===== config.mk =====
export PLATFORM = sky130hd
export DESIGN_NAME = gmr_ram
export DESIGN_NICKNAME = d
export VERILOG_FILES = /design/src/assert_macros.svh /design/src/gmr_ram.sv
export SDC_FILE = /design/constraint.sdc
export NUM_CORES = 2
export LEC_CHECK = 0
export ABC_AREA = 1
export BUFFER_PORTS_ARGS = -buffer_cell sky130_fd_sc_hd__clkbuf_2
export CORE_MARGIN = 2
export CORE_UTILIZATION = 25
export CTS_BUF_LIST = sky130_fd_sc_hd__clkbuf_4 sky130_fd_sc_hd__clkbuf_8
export CTS_CLUSTER_DIAMETER = 100
export DETAILED_ROUTE_END_ITERATION = 7
export SYNTH_ARGS = -nofsm -noshare
export SYNTH_HDL_FRONTEND = slang
export SYNTH_SLANG_ARGS = --single-unit

===== constraint.sdc =====
create_clock -name clock -period 2.2 [get_ports clock]
set_input_delay 0.33 -clock clock [delete_from_list [all_inputs] [get_ports clock]]
set_output_delay 0.33 -clock clock [all_outputs]
set_load 0.02 [all_outputs]

===== src/assert_macros.svh =====
// assertion helpers used by greedy_block_merge_relabel
`ifndef ASSERT_MACROS_SVH
`define ASSERT_MACROS_SVH
`ifndef SYNTHESIS
// clocked check, held off while reset is high
`define GMR_ASSERT(name, clk, rst, prop, msg) \
   name: assert property (@(posedge clk) disable iff (rst) prop) else $error(msg);
// clocked check that also holds during reset
`define GMR_ASSERT_ALWAYS(name, clk, prop, msg) \
   name: assert property (@(posedge clk) prop) else $error(msg);
`else
`define GMR_ASSERT(name, clk, rst, prop, msg)
`define GMR_ASSERT_ALWAYS(name, clk, prop, msg)
`endif
`endif


===== src/gmr_ram.sv =====
module gmr_ram #(
   parameter int WIDTH = 8,
   parameter int DEPTH = 256
) (
   input  logic                     clock,
   input  logic                     wr_en,
   input  logic [$clog2(DEPTH)-1:0] wr_addr,
   input  logic [WIDTH-1:0]         wr_data,
   input  logic [$clog2(DEPTH)-1:0] rd_addr,
   output logic [WIDTH-1:0]         rd_data
);

   logic [WIDTH-1:0] mem_ff [DEPTH];
   logic [WIDTH-1:0] rd_data_ff;

   // one write port, one registered read port
   always_ff @(posedge clock) begin
      if (wr_en) begin
         mem_ff[wr_addr] <= wr_data;
      end
      rd_data_ff <= mem_ff[rd_addr];
   end

   assign rd_data = rd_data_ff;

endmodule

After elaboration in Yosys (flattened, before gate mapping)
Memory sizes are Yosys's and may differ from the RTL's. A register that Yosys moved wholly into a read port is not among the register bits.
Index checks and enable logic that the tools add are counted.

word-level totals
  register bits = 0
  RAM bits = 2048
  bits of input ports = 26
  output and inout bits = 8
  logic and storage cells = 3
  memories kept = 1

operators by class
  mux-type cells = 2

memories
  name    words  width  rd ports  clocked after Yosys merged registers in  wr ports  RTL line       RTL
  mem_ff  256    8      1         1                                        1         gmr_ram.sv:13  logic [WIDTH-1:0] mem_ff [DEPTH];

operator list
  cell    count
  $mux 1  2

Depth between registers and ports, before layout
  depth after elaboration = 2
  gate-level depth with buffers = 15
  depth with buffers taken out = 11

Worst setup path after synthesis
No wires, ideal clock.

  kind = input port to flip-flop
  start point = input wr_en
  end point = memory mem_ff[162][0] (enable)
  library setup time = 0.370 ns
  arrival = 1.451 ns
  data required time = 1.830 ns
  setup slack = 0.379 ns
  cell stages on the path = 4
  path buffers = 2
  path through = clkbuf_1 -> nand3_1 -> clkbuf_1 -> nor2_1

on the way
  word-level cells in the longest chain between the ends = 2

ends and longest elaborated chain
  item                          RTL line       RTL
  start: declaration            gmr_ram.sv:6   input logic wr_en,
  $mux 1                        gmr_ram.sv:18  if (wr_en) begin
  $mux 1 (implied by the code)  gmr_ram.sv:19  mem_ff[wr_addr] <= wr_data;
  end: declaration              gmr_ram.sv:13

Every way passes these cells.

==> run_results.csv <==
group,metric,value,unit
outcome,status,"completed",
cts,cts_hold_buf,9,
route,wl_per_cell,19.7,um
synthesis,yosys.cell_count.top_type,"nand2_1",
route,vias_per_cell,4.66,
power_and_ir_drop,p_total,80.5,mW
floorplanning,num_rows,212,
route,drcViolationCount,0,
floorplanning,die_h,582,um
cts,clockBufferDepth,4,
cts,post-cts-setup-buffers,0,
place,dp_hpwl,149000,um
synthesis,synth_cell_types,14,
timing,max_freq,528,MHz
cts,clockRootBuffer,"clkbuf_8",
layout,area_delta_synth_final,19.6,%
synthesis,synth_area,83400,um2
grt,grt_pass1_vias,55186,
route,firstDrtPassIters,6,
setup_path,timing.rr.start,"mem_ff[151][6]",
setup_path,required,3.00,ns
setup_path,path_common_cell,"nand3_1",
setup_path,slowest_delay,0.37,ns
synthesis,async_flop_share,0,%
layout,layout.nets,7533,
power_and_ir_drop,p_leak,35.0,nW
min_path,worst_hold_path.num_cells,6,
cts,clk_pin_slew,0.07,ns
synthesis,synth-edff-count,2048,
setup_path,r2r_cells,11,
synthesis,yosys-top-cells-count,"nand2_1, edfxtp_1, nand3_1",
min_path,min_to,"rd_data[4]",
route,final_antenna_net_count,0,
grt,grt_max_degree,81,
setup_path,r2r_end,"rd_data[6]",
grt,grt_pass1_wl,355000,um
grt,met2_usage,22.6,%
synthesis,yosys-top-cells-area,"edfxtp_1, nand3_1, nand2_1, buf_2, nor2_1",
timing,tightest_slew,0.681,ns
timing,slew_violations,0,
timing,period_minus_slack,1.89,ns
cts,htreeDepth,5,
min_path,hold_start,"rd_addr[6]",
job,cap_violations,0,
cts,clk_latency,0.91,ns
cts,cts.sinks,2056,
route,dr.first_iter.drc_count,5900,
setup_path,crit_cells,11,
grt,grt_most_used_layer,"met2",
layout,drive_above_1_share,14.7,%
timing,fin_crit_sh,86.1,%
setup_path,cp_slowest_cell,"edfxtp_1",
synthesis,synth_top_area_cell,"edfxtp_1",
floorplanning,io_pins,34,
floorplanning,die_w,582,um
power_and_ir_drop,peakVddDrop,454,uV
timing,hold_viol,0,
power_and_ir_drop,powerDensity,807,nW/um2
floorplanning,start_util,25.1,%
setup_path,start_kind,"register",
setup_path,end_kind,"register",
place,port_buffers,33,
synthesis,synth.avg_cell_area,11.9,um2
timing,setup-violations-final,0,
setup_path,crit_family,"simple AND/OR/NAND/NOR gates",
floorplanning,coreArea,333000,um2
cts,numCtsBuffers,309,
setup_path,worstPathArrival,2.70,ns
min_path,hold_class,"input port to register",
synthesis,syn_inst,7003,
route,wl,240000,um
grt,grt.total_usage,13.7,%
grt,grt_util_met1,17.7,%
setup_path,rrSetupSlack,0.31,ns
synthesis,synthesis.nets,7029,
setup_path,path_buf_inv,1,
synthesis,yosysTopAreaCellShare,73.7,%
setup_path,path_class,"register to register",
cts,cts_resized,0,
grt,grt_antenna_before_repair,18,
synthesis,yosys_register_bits,2056,
timing,slew_headroom,54.6,%
layout,fin_util,30.0,%
setup_path,path_cells,"nand2_1, nand3_1, nand3_1, nand3_1, nand3_1, nand3_1, nand3_1, nand2_1, buf_12, nand2_1, nand2_1",
synthesis,yosys_warnings,0,
cts,cts_tree,"yes",
timing,rsz0062_at_grt,"false",
route,vias,56569,
timing,skew,0.0362,ns
synthesis,ys_seq_area_share,73.9,%
floorplanning,dieArea,338000,um2
place,place_congestion,0.927,
grt,grt_overflow,0,
grt,grt_use_met3,2.51,%
synthesis,synthFlopType,"edfxtp_1",
setup_path,critPathMaxFanout,1,
==> state kept, by name (all words and copies together), names as in the netlist <==
name	cells
mem_ff	2048
rd_data	8
==> cell type report <==
type / instances / area (um2)
tap: 4387 / 5490
multi-input combinational: 4425 / 19100
clock inverter: 142 / 1120
inverter: 39 / 180
fill: 33627 / 233000
timing repair buffer: 676 / 7170
sequential: 2056 / 61700
clock buffer: 400 / 5000
antenna: 9 / 22.5
==> worst max-delay path by stage <==
stage,from,end,slack (ns)
after CTS,rd_data[1],rd_data[1],0.27
after floorplan,wr_en,mem_ff[162][0],0.38
after global routing,mem_ff[149][6],rd_data[6],0.17
final,mem_ff[151][6],rd_data[6],0.31
after detailed placement,rd_addr[0],rd_data[7],-0.33
after global placement,rd_addr[0],rd_data[3],-0.41
==> metal layers <==
layer / wire length [um] / part of all wire [%] / vias to the layer above
met3: 18300 / 7.6 / 474
li1: - / - / 25914
met4: 9860 / 4.1 / 6
met5: 41 / 0.017 / -
met2: 114000 / 48 / 2414
met1: 97500 / 41 / 27761
==> cell families after synthesis <==
group	share of synthesized area (%)
buf+inv	3.12
flops	73.9
simple gates	22.9
==> placed cells by master, fill, tap and decap left out <==
cell type      Yosys  layout
inv_6              0       2
inv_16             0       1
clkinv_1           0      76
clkbuf_4           0      81
inv_8              0       4
inv_4              1       1
buf_8              1      11
clkinv_4           0       1
edfxtp_1        2048    2048
buf_4             46     472
bufinv_16          0      18
diode_2            0       9
nor2_1           283     283
clkbuf_8           0     319
nand2_1         2123    2123
buf_12             0     163
clkinv_2           0      34
dfxtp_1            8       8
inv_2              2       1
clkinvlp_4         0       8
dlygate4sd3_1      0       9
buf_2            268       1
inv_1             36      34
clkbuf_2           0      20
nand3_1         2019    2019
clkinv_8           0       1
==> report_power, final <==
group          leakage (nW)  switching, mW  internal (mW)
Combinational          13.3           3.99           1.74
Clock                  3.21           14.6           17.0
Sequential             18.5         0.0473           43.2
==> through the flow <==
step	std cells	worst slack, ns	TNS (ns)	hold slack, ns	instance area, um2
finish	12134	0.307	0	0.100	99800
global route	12130	0.167	0	0.0787	99800
CTS	12125	0.268	0	0.0457	99800
detailed placement	11574	-0.334	-2.25	0.688	93500
global placement	11574	-0.406	-2.54	0.694	93500
floorplan	7003	0.379	0	0.429	83400
==> worst register-to-register path, cell delays in order, from the launching register on <==
cell	delay (ns)
edfxtp_1	0.37
nand2_1	0.08
nand3_1	0.08
nand3_1	0.11
nand3_1	0.14
nand3_1	0.17
nand3_1	0.28
nand3_1	0.23
nand2_1	0.11
buf_12	0.15
nand2_1	0.06
nand2_1	0.05
(Power assumes the default switching activity.)
